### src/rtl/core/tick_task_scheduler_top_defines.svh
// Assertion macros for the tick task scheduler; empty when synthesising.
`ifndef TICK_TASK_SCHEDULER_TOP_DEFINES_SVH
`define TICK_TASK_SCHEDULER_TOP_DEFINES_SVH

`ifndef SYNTHESIS
// Condition that must hold at every clock edge outside reset
`define TTS_ASSERT(lbl, expr, msg) \
    lbl: assert property (@(posedge i_clk) disable iff (!i_rst_n) (expr)) else $error(msg);
// Consequence that must hold in the cycle after the trigger
`define TTS_ASSERT_NEXT(lbl, trig, cons, msg) \
    lbl: assert property (@(posedge i_clk) disable iff (!i_rst_n) (trig) |=> (cons)) \
        else $error(msg);
`else
`define TTS_ASSERT(lbl, expr, msg)
`define TTS_ASSERT_NEXT(lbl, trig, cons, msg)
`endif

`endif

### src/rtl/core/tts_pkg.sv
// Shared constants, codes and controller/datapath interface types.
package tts_pkg;

    localparam int SLOT_W        = 6;
    localparam int ID_W          = 8;
    localparam int TIME_W        = 16;
    localparam int KIND_W        = 2;
    localparam int RES_W         = 2;
    localparam int IN_DATA_W     = 40;
    localparam int OUT_DATA_W    = 16;
    localparam int MAX_TASKS_DEF = 8;

    // Input word kinds
    localparam logic [KIND_W-1:0] KIND_TICK     = 2'd0;
    localparam logic [KIND_W-1:0] KIND_ADD      = 2'd1;
    localparam logic [KIND_W-1:0] KIND_DISPATCH = 2'd2;

    // Result kinds
    localparam logic [RES_W-1:0] RES_ADDED = 2'd0;
    localparam logic [RES_W-1:0] RES_FULL  = 2'd1;
    localparam logic [RES_W-1:0] RES_RUN   = 2'd2;
    localparam logic [RES_W-1:0] RES_IDLE  = 2'd3;

    // One slot entry held in the slot memory
    typedef struct packed {
        logic [ID_W-1:0]   ident;
        logic [TIME_W-1:0] delay;
        logic [TIME_W-1:0] period;
    } t_slot;

    // Commands from the controller to the datapath
    typedef struct packed {
        logic cap;       // capture input word, rewind scan
        logic rd;        // read slot memory at scan pointer
        logic tick_upd;  // count down / reload the current slot
        logic add_wr;    // fill the current slot with the new task
        logic take;      // dispatch current slot, push held result out
        logic adv;       // step the scan pointer
        logic fin;       // send the closing result of the word
    } t_dp_cmd;

    // Status from the datapath to the controller
    typedef struct packed {
        logic [KIND_W-1:0] kind;
        logic              slot_valid;
        logic              slot_pend;
        logic              ptr_last;
        logic              hold_valid;
        logic              out_free;
    } t_dp_sts;

endpackage

### src/rtl/core/tts_dp.sv
// Datapath: slot table, scan pointer, held result and output register.
module tts_dp #(
    parameter int MAX_TASKS = tts_pkg::MAX_TASKS_DEF,
    parameter int IDX_W     = 3
) (
    input  logic                        i_clk,
    input  logic                        i_rst_n,
    input  tts_pkg::t_dp_cmd            i_cmd,
    output tts_pkg::t_dp_sts            o_sts,
    input  logic [tts_pkg::KIND_W-1:0]  i_kind,
    input  logic [tts_pkg::ID_W-1:0]    i_ident,
    input  logic [tts_pkg::TIME_W-1:0]  i_sdelay,
    input  logic [tts_pkg::TIME_W-1:0]  i_period,
    input  logic                        i_out_ready,
    output logic                        o_out_valid,
    output logic [tts_pkg::RES_W-1:0]   o_out_kind,
    output logic [tts_pkg::SLOT_W-1:0]  o_out_slot,
    output logic [tts_pkg::ID_W-1:0]    o_out_ident,
    output logic                        o_out_last
);

    // Captured input word
    logic [tts_pkg::KIND_W-1:0] r_kind;
    logic [tts_pkg::ID_W-1:0]   r_ident;
    logic [tts_pkg::TIME_W-1:0] r_sdelay;
    logic [tts_pkg::TIME_W-1:0] r_period;

    // Scan pointer and slot state
    logic [IDX_W-1:0]     r_ptr;
    logic [MAX_TASKS-1:0] r_valid;
    logic [MAX_TASKS-1:0] r_pend;
    tts_pkg::t_slot       r_mem [MAX_TASKS];
    tts_pkg::t_slot       r_rd;
    tts_pkg::t_slot       n_entry;
    logic                 n_mem_we;

    // Result held back until the next ready slot or the end of the scan
    logic                       r_hold_valid;
    logic [IDX_W-1:0]           r_hold_idx;
    logic [tts_pkg::ID_W-1:0]   r_hold_ident;

    // Output register
    logic                         r_out_valid;
    logic [tts_pkg::RES_W-1:0]    r_out_kind;
    logic [tts_pkg::SLOT_W-1:0]   r_out_slot;
    logic [tts_pkg::ID_W-1:0]     r_out_ident;
    logic                         r_out_last;

    logic out_free;
    logic rd_zero;

    assign out_free = !r_out_valid || i_out_ready;
    assign rd_zero  = (r_rd.delay == '0);

    // Status to the controller
    assign o_sts.kind       = r_kind;
    assign o_sts.slot_valid = r_valid[r_ptr];
    assign o_sts.slot_pend  = r_pend[r_ptr];
    assign o_sts.ptr_last   = (r_ptr == IDX_W'(MAX_TASKS - 1));
    assign o_sts.hold_valid = r_hold_valid;
    assign o_sts.out_free   = out_free;

    // Next slot entry: new task on add, countdown or reload on tick
    always_comb begin
        n_mem_we = i_cmd.add_wr || i_cmd.tick_upd;
        if (i_cmd.add_wr) begin
            n_entry.ident  = r_ident;
            n_entry.delay  = r_sdelay;
            n_entry.period = r_period;
        end else begin
            n_entry.ident  = r_rd.ident;
            n_entry.delay  = rd_zero ? r_rd.period : r_rd.delay - 1'b1;
            n_entry.period = r_rd.period;
        end
    end

    // Slot memory, one read and one write port
    always_ff @(posedge i_clk) begin
        if (i_cmd.rd) begin
            r_rd <= r_mem[r_ptr];
        end
        if (n_mem_we) begin
            r_mem[r_ptr] <= n_entry;
        end
    end

    // Input capture and scan pointer
    always_ff @(posedge i_clk) begin
        if (i_cmd.cap) begin
            r_kind   <= i_kind;
            r_ident  <= i_ident;
            r_sdelay <= i_sdelay;
            r_period <= i_period;
            r_ptr    <= '0;
        end else if (i_cmd.adv) begin
            r_ptr <= r_ptr + 1'b1;
        end
    end

    // Valid and run flags
    always_ff @(posedge i_clk) begin
        if (!i_rst_n) begin
            r_valid <= '0;
            r_pend  <= '0;
        end else begin
            if (i_cmd.tick_upd && rd_zero) begin
                r_pend[r_ptr] <= 1'b1;
            end
            if (i_cmd.add_wr) begin
                r_valid[r_ptr] <= 1'b1;
                r_pend[r_ptr]  <= 1'b0;
            end
            if (i_cmd.take) begin
                r_pend[r_ptr] <= 1'b0;
                // one-shot task leaves the table once run
                if (r_rd.period == '0) begin
                    r_valid[r_ptr] <= 1'b0;
                end
            end
        end
    end

    // Held result
    always_ff @(posedge i_clk) begin
        if (!i_rst_n) begin
            r_hold_valid <= 1'b0;
        end else if (i_cmd.cap) begin
            r_hold_valid <= 1'b0;
        end else if (i_cmd.add_wr || i_cmd.take) begin
            r_hold_valid <= 1'b1;
        end
    end

    always_ff @(posedge i_clk) begin
        if (i_cmd.add_wr) begin
            r_hold_idx   <= r_ptr;
            r_hold_ident <= r_ident;
        end else if (i_cmd.take) begin
            r_hold_idx   <= r_ptr;
            r_hold_ident <= r_rd.ident;
        end
    end

    // Output register: held result goes out when the next one replaces it
    always_ff @(posedge i_clk) begin
        if (!i_rst_n) begin
            r_out_valid <= 1'b0;
        end else if ((i_cmd.take && r_hold_valid) || i_cmd.fin) begin
            r_out_valid <= 1'b1;
        end else if (i_out_ready) begin
            r_out_valid <= 1'b0;
        end
    end

    always_ff @(posedge i_clk) begin
        if (i_cmd.take && r_hold_valid) begin
            r_out_kind  <= tts_pkg::RES_RUN;
            r_out_slot  <= tts_pkg::SLOT_W'(r_hold_idx);
            r_out_ident <= r_hold_ident;
            r_out_last  <= 1'b0;
        end else if (i_cmd.fin) begin
            r_out_last <= 1'b1;
            if (r_hold_valid) begin
                r_out_kind  <= (r_kind == tts_pkg::KIND_ADD) ? tts_pkg::RES_ADDED
                                                             : tts_pkg::RES_RUN;
                r_out_slot  <= tts_pkg::SLOT_W'(r_hold_idx);
                r_out_ident <= r_hold_ident;
            end else begin
                r_out_kind  <= (r_kind == tts_pkg::KIND_ADD) ? tts_pkg::RES_FULL
                                                             : tts_pkg::RES_IDLE;
                r_out_slot  <= '0;
                r_out_ident <= '0;
            end
        end
    end

    assign o_out_valid = r_out_valid;
    assign o_out_kind  = r_out_kind;
    assign o_out_slot  = r_out_slot;
    assign o_out_ident = r_out_ident;
    assign o_out_last  = r_out_last;

endmodule

### src/rtl/core/tts_ctrl.sv
// Controller: walks the slot table one slot per read/evaluate pair.
module tts_ctrl (
    input  logic                        i_clk,
    input  logic                        i_rst_n,
    input  logic                        i_in_valid,
    input  logic [tts_pkg::KIND_W-1:0]  i_kind,
    output logic                        o_in_ready,
    input  tts_pkg::t_dp_sts            i_sts,
    output tts_pkg::t_dp_cmd            o_cmd
);

    typedef enum logic [1:0] {
        S_IDLE,
        S_RD,
        S_EX,
        S_FIN
    } t_state;

    t_state r_state;
    t_state n_state;
    logic   r_ready;
    logic   accept;
    logic   done;

    assign accept     = i_in_valid && r_ready;
    assign o_in_ready = r_ready;

    // Next state and commands
    always_comb begin
        o_cmd   = '0;
        n_state = r_state;
        done    = 1'b1;
        case (r_state)
            S_IDLE: begin
                if (accept) begin
                    o_cmd.cap = 1'b1;
                    // unused kind: no work, no result
                    if (i_kind inside {tts_pkg::KIND_TICK, tts_pkg::KIND_ADD,
                                       tts_pkg::KIND_DISPATCH}) begin
                        n_state = S_RD;
                    end
                end
            end
            S_RD: begin
                o_cmd.rd = 1'b1;
                n_state  = S_EX;
            end
            S_EX: begin
                case (i_sts.kind)
                    tts_pkg::KIND_TICK: begin
                        o_cmd.tick_upd = i_sts.slot_valid;
                    end
                    tts_pkg::KIND_ADD: begin
                        if (!i_sts.slot_valid) begin
                            o_cmd.add_wr = 1'b1;
                            done         = 1'b0;
                            n_state      = S_FIN;
                        end
                    end
                    tts_pkg::KIND_DISPATCH: begin
                        if (i_sts.slot_valid && i_sts.slot_pend) begin
                            // a held result must leave before a new one is held
                            if (!i_sts.hold_valid || i_sts.out_free) begin
                                o_cmd.take = 1'b1;
                            end else begin
                                done = 1'b0;
                            end
                        end
                    end
                    default: begin
                        n_state = S_IDLE;
                    end
                endcase
                if (done && (n_state == S_EX)) begin
                    if (i_sts.ptr_last) begin
                        n_state = (i_sts.kind == tts_pkg::KIND_TICK) ? S_IDLE : S_FIN;
                    end else begin
                        o_cmd.adv = 1'b1;
                        n_state   = S_RD;
                    end
                end
            end
            S_FIN: begin
                if (i_sts.out_free) begin
                    o_cmd.fin = 1'b1;
                    n_state   = S_IDLE;
                end
            end
            default: begin
                n_state = S_IDLE;
            end
        endcase
    end

    // State and registered ready
    always_ff @(posedge i_clk) begin
        if (!i_rst_n) begin
            r_state <= S_IDLE;
            r_ready <= 1'b0;
        end else begin
            r_state <= n_state;
            r_ready <= (n_state == S_IDLE);
        end
    end

endmodule

### src/rtl/core/tick_task_scheduler_top.sv
// Tick task scheduler: top level joining controller and slot datapath.
// Tick: reads and evaluates every slot in turn, then returns to idle.
// Add: scans to the first free slot and reports it, or reports full after the whole table.
// Dispatch: scans every slot, stalling while the output is busy; a result per ready slot as scanned.
// Rate set by the scan: one slot memory read and one evaluate step per slot.
// Synchronous active-low reset empties the table; slot contents are rewritten on add.
`include "tick_task_scheduler_top_defines.svh"

module tick_task_scheduler_top #(
    parameter int MAX_TASKS = tts_pkg::MAX_TASKS_DEF
) (
    input  logic                             i_clk,
    input  logic                             i_rst_n,
    // input word
    input  logic                             i_s_axis_tvalid,
    output logic                             o_s_axis_tready,
    // [7:0] task_ident, [23:8] start_delay, [39:24] repeat_period
    input  logic [tts_pkg::IN_DATA_W-1:0]    i_s_axis_tdata,
    // [1:0] kind
    input  logic [tts_pkg::KIND_W-1:0]       i_s_axis_tuser,
    // result word
    output logic                             o_m_axis_tvalid,
    input  logic                             i_m_axis_tready,
    // [5:0] slot_index, [13:6] run_ident, [15:14] zero
    output logic [tts_pkg::OUT_DATA_W-1:0]   o_m_axis_tdata,
    // [1:0] result_kind
    output logic [tts_pkg::RES_W-1:0]        o_m_axis_tuser,
    // last_of_run
    output logic                             o_m_axis_tlast
);

    localparam int IDX_W = (MAX_TASKS > 1) ? $clog2(MAX_TASKS) : 1;

    tts_pkg::t_dp_cmd cmd;
    tts_pkg::t_dp_sts sts;

    logic [tts_pkg::SLOT_W-1:0] out_slot;
    logic [tts_pkg::ID_W-1:0]   out_ident;

    tts_ctrl u_ctrl (
        .i_clk      (i_clk),
        .i_rst_n    (i_rst_n),
        .i_in_valid (i_s_axis_tvalid),
        .i_kind     (i_s_axis_tuser),
        .o_in_ready (o_s_axis_tready),
        .i_sts      (sts),
        .o_cmd      (cmd)
    );

    tts_dp #(
        .MAX_TASKS (MAX_TASKS),
        .IDX_W     (IDX_W)
    ) u_dp (
        .i_clk       (i_clk),
        .i_rst_n     (i_rst_n),
        .i_cmd       (cmd),
        .o_sts       (sts),
        .i_kind      (i_s_axis_tuser),
        .i_ident     (i_s_axis_tdata[7:0]),
        .i_sdelay    (i_s_axis_tdata[23:8]),
        .i_period    (i_s_axis_tdata[39:24]),
        .i_out_ready (i_m_axis_tready),
        .o_out_valid (o_m_axis_tvalid),
        .o_out_kind  (o_m_axis_tuser),
        .o_out_slot  (out_slot),
        .o_out_ident (out_ident),
        .o_out_last  (o_m_axis_tlast)
    );

    assign o_m_axis_tdata = {2'b00, out_ident, out_slot};

    // Output register is only loaded when it is free
    `TTS_ASSERT(a_out_load_free, !(cmd.take && sts.hold_valid) || sts.out_free, "output busy")
    // Closing result of a word appears with its last flag
    `TTS_ASSERT_NEXT(a_fin_last, cmd.fin, o_m_axis_tvalid && o_m_axis_tlast, "closing word lost")
    // Add only ever fills an empty slot
    `TTS_ASSERT(a_add_free_slot, !cmd.add_wr || !sts.slot_valid, "add over occupied slot")

endmodule

### config.mk
export PLATFORM = sky130hd
export DESIGN_NAME = tick_task_scheduler_top
export DESIGN_NICKNAME = d
export VERILOG_FILES = /design/src/rtl/core/tts_pkg.sv /design/src/rtl/core/tts_dp.sv /design/src/rtl/core/tts_ctrl.sv /design/src/rtl/core/tick_task_scheduler_top.sv
export VERILOG_INCLUDE_DIRS = /design/src /design/src/rtl/core
export SDC_FILE = /design/constraint.sdc
export NUM_CORES = 1
export LEC_CHECK = 0
export BUFFER_PORTS_ARGS = -buffer_cell sky130_fd_sc_hd__buf_2
export CORE_MARGIN = 2
export CORE_UTILIZATION = 58
export CTS_BUF_LIST = sky130_fd_sc_hd__clkbuf_8 sky130_fd_sc_hd__clkbuf_16
export DETAILED_ROUTE_END_ITERATION = 6
export PLACE_DENSITY = 0.76
export SYNTH_ARGS = -nofsm -noshare
export SYNTH_HDL_FRONTEND = slang
export SYNTH_SLANG_ARGS = --single-unit
export TNS_END_PERCENT = 1
### constraint.sdc
create_clock -name i_clk -period 9.8 [get_ports i_clk]
set_clock_uncertainty 0.15 [all_clocks]
set_input_delay 1.47 -clock i_clk [delete_from_list [all_inputs] [get_ports i_clk]]
set_output_delay 1.47 -clock i_clk [all_outputs]
set_load 0.02 [all_outputs]
==> impl_metrics.yaml <==
run_status:
  status: "completed"
drt:
  route.detailed.drc: 0
  wl_mm: 37.3
  drtIter0Drc: 1451
  wl_per_cell_microns: 24.0
  drt-vias-per-instance: 6.32
  drt_first_pass_iters: 5
  route.vias.total: 9802
  wl_met3_mm: 3.51
  highest_layer: "met4"
  wl_met1_mm: 15.0
  drtAntennaViolNets: 0
  routed-wl-met2_mm: 17.9
layout:
  antenna_cells: 0
  layout-drive-gt1-share: 0.140
  nets: 1188
  finalNonFillerCells: 1552
  area_growth_pct: 13.0
  fin_area_sq_um: 19000
  fillers: 1917
worst_setup_path:
  rrSetupSlack_ns: 5.74
  rr_startpoint: "u_dp.r_ptr[0]"
  path_max_fanout: 22
  r2r-end: "u_dp.r_mem[0][7]"
  crit_type: "reg2reg"
  endpoint_kind: "flop"
  critical_path_required_ns: 9.86
  r2r_cells: 8
  start_kind: "flop"
  arrival_ns: 4.11
power_and_ir_drop:
  power_density_nw_per_um2: 199
  power_mw: 3.80
  power_leakage_nw: 6.23
  pwr-share-seq: 0.562
  power_frac_clock: 0.417
  p_sw_mw: 0.748
  ir_worst_vdd_v: 0.000161
  combPwrFrac: 0.021
  internal_power_mw: 3.05
  switching_share: 0.197
timing:
  fmax_mhz: 247
  tns_ns: 0
  setup_viol: 0
  slew_headroom: 0.280
  rsz0062_at_grt: "false"
  hold_viol: 0
  tightest_slew_ns: 1.08
  fin_crit_ns: 4.06
  slew_violations: 0
  post-route-period-util: 0.414
global_route:
  grt_start_max_net_pins: 59
  grt_pass1_vias: 9776
  grt_pass1_wl_mm: 56.8
  grt_remaining_overflow: 0
  antenna_found_initial: 0
  track_usage: 0.248
placement:
  io_buffers: 61
  dp.cells: 1473
  dpl-instance-area_sq_um: 17700
  dp_hpwl_mm: 20.2
  gp_congestion: 0.829
hold_path:
  hold_class: "reg2reg"
  min_to: "u_dp.o_out_last"
  worstHoldStart: "u_dp.o_out_last"
  min_path_cells: 1
run:
  drv_cap: 0
synth:
  yosysSeqAreaShare: 0.787
  syn_area_sq_um: 16900
  synth.area.top_cells: "edfxtp_1 (76%), a22oi_1 (7.2%), dfxtp_1 (3.2%)"
  synthCells: 1064
  synth_flop_cell: "edfxtp_1"
  synth-seq-cells: 451
  ys.warnings.count: 0
  yosysTopAreaCell: "edfxtp_1"
  post-synth-top-area-fraction: 0.755
  syn_avg_cell_area_sq_um: 15.8
  async_flop_share: 0
  synth_cell_types: 50
  synth-edff-count: 424
clocking:
  clockBufferDepth: 3
  clk_pin_slew_ns: 0.06
  worstSkewPairLatency_ns: 0.55
  ctsResizeCount: 0
  clockRootBuffer: "clkbuf_16"
  cts_sinks: 451
  htreeDepth: 2
  post_cts_buffers: 0
  cts_tree: "built"
  cts_hold_buffers: 0
  cts_buffers: 44
floorplan:
  core_sq_um: 28600
  fp.dieW_microns: 174
  initial_core_util: 0.589
  io_pins: 67
  die-area_sq_um: 30400
  fp.dieH_microns: 174
  num_rows: 62
through the flow:
| stage | utilization | hold WS [ns] | setup WS, ns |
|---|---|---|---|
| finish | 0.665 | 0.318 | 5.74 |
| global placement | 0.618 | 0.295 | 5.94 |
| detailed placement | 0.618 | 0.307 | 5.79 |
| CTS | 0.665 | 0.320 | 5.79 |
| global route | 0.665 | 0.342 | 5.56 |
| floorplan | - | 0.285 | 5.64 |
layout by cell type, fill, tap and decap left out, types with 7 or more instances in the layout:
master       n
edfxtp_1   424
a22oi_1    161
nand2_1    120
buf_2       61
clkbuf_16   45
nand4_1     41
o21ai_1     33
dfxtp_1     27
nor3_1      22
inv_1       20
buf_4       20
nor2_4      16
nor2_1      16
a21oi_1     16
clkinv_1    14
and2_1      12
o21a_1      10
xor2_1       8
nand3_1      7
mux2i_1      7
ha_1         7
cells in the mapped netlist (2+ instances only):
library cell and n:
clkbuf_1 52, dfxtp_1 27, nand3_1 7, a22oi_1 161, a211oi_1 3, o21ai_0 4
nand4_1 41, xor2_1 8, or4_1 4, nor2b_1 6, nand2_1 120, and2_1 12
nor4_1 5, mux2i_1 7, o21ai_1 33, a21oi_1 16, o211ai_1 2, or4_4 2
o21a_1 10, nor3_1 22, nand2b_1 4, inv_1 11, mux2_2 5, nor2_1 32
and3_1 4, a221oi_1 2, a211o_1 3, o22ai_1 3, buf_4 5, a31oi_1 3
ha_1 7, buf_1 2, edfxtp_1 424
worst max path at each step:
stage | start | end | slack, ns | cells after the start
2_1_floorplan | u_dp.r_ptr[0] | u_dp.r_mem[0][0] | 5.64 | 8
3_3_place_gp | u_dp.r_ptr[0] | u_dp.r_mem[1][36] | 5.94 | 8
3_5_place_dp | u_dp.r_ptr[0] | u_dp.r_mem[1][11] | 5.79 | 8
4_1_cts | u_dp.r_ptr[0] | u_dp.r_mem[1][35] | 5.79 | 8
5_1_grt | u_dp.r_ptr[0] | u_dp.r_mem[1][35] | 5.56 | 8
6_report | u_dp.r_ptr[0] | u_dp.r_mem[0][7] | 5.74 | 8
layer usage:
layer  vias to the layer above  track usage
met4                         0       0.0910
li1                       4337            -
met1                      4826        0.352
met5                         -            0
met3                        83       0.0361
met2                       556        0.396
power by group through the flow:
stage	sequential, mW	clock (mW)	combinational [mW]
final	2.13	1.58	0.0814
after global routing	2.13	1.68	0.0899
after CTS	2.13	1.61	0.0813
after detailed placement	2.17	0	0.0811
after global placement	2.17	0	0.0786
after floorplan	2.17	0	0.0472
flip-flops by register name (all words and copies together) (netlist names), 3 cells and up:
| name | flops |
|---|---|
| u_dp.r_mem | 320 |
| u_dp.r_hold_ident | 8 |
| u_dp.r_pend | 8 |
| u_dp.r_period | 16 |
| u_dp.r_rd | 40 |
| u_dp.r_ptr | 3 |
| u_dp.o_out_ident | 8 |
| u_dp.r_sdelay | 16 |
| u_dp.r_valid | 8 |
| u_dp.o_out_slot | 3 |
| u_dp.r_ident | 8 |
| u_dp.r_hold_idx | 3 |
area by class of cell:
cell class | instances | area [sq um] | area share
Sequential cell | 451 | 13300 | 0.697
Timing Repair Buffer | 81 | 455 | 0.0239
Tap cell | 384 | 480 | 0.0252
Clock inverter | 34 | 226 | 0.0119
Inverter | 12 | 45.0 | 0.00236
Multi-Input combinational cell | 545 | 3440 | 0.181
Clock buffer | 45 | 1130 | 0.0591
kinds of logic after synthesis:
group | Yosys count | share of synthesized area
simple gates | 266 | 0.0755
buf+inv | 72 | 0.0172
xor+xnor | 9 | 0.00468
mux | 13 | 0.00816
other cells | 1 | 0.000222
flops | 451 | 0.787
fa+ha+maj | 7 | 0.00519
compound gates | 245 | 0.102
worst max-delay path, cell delays in order (launching register included):
cell and delay, ns:
dfxtp_1 0.94, mux2_2 0.43, o22ai_1 0.27, or2_1 0.32, and2_1 0.20, o21ai_1 0.08, buf_4 0.23, nor2_4 0.59
buf_4 0.48
Note: power is estimated with default switching activity, not from simulation.
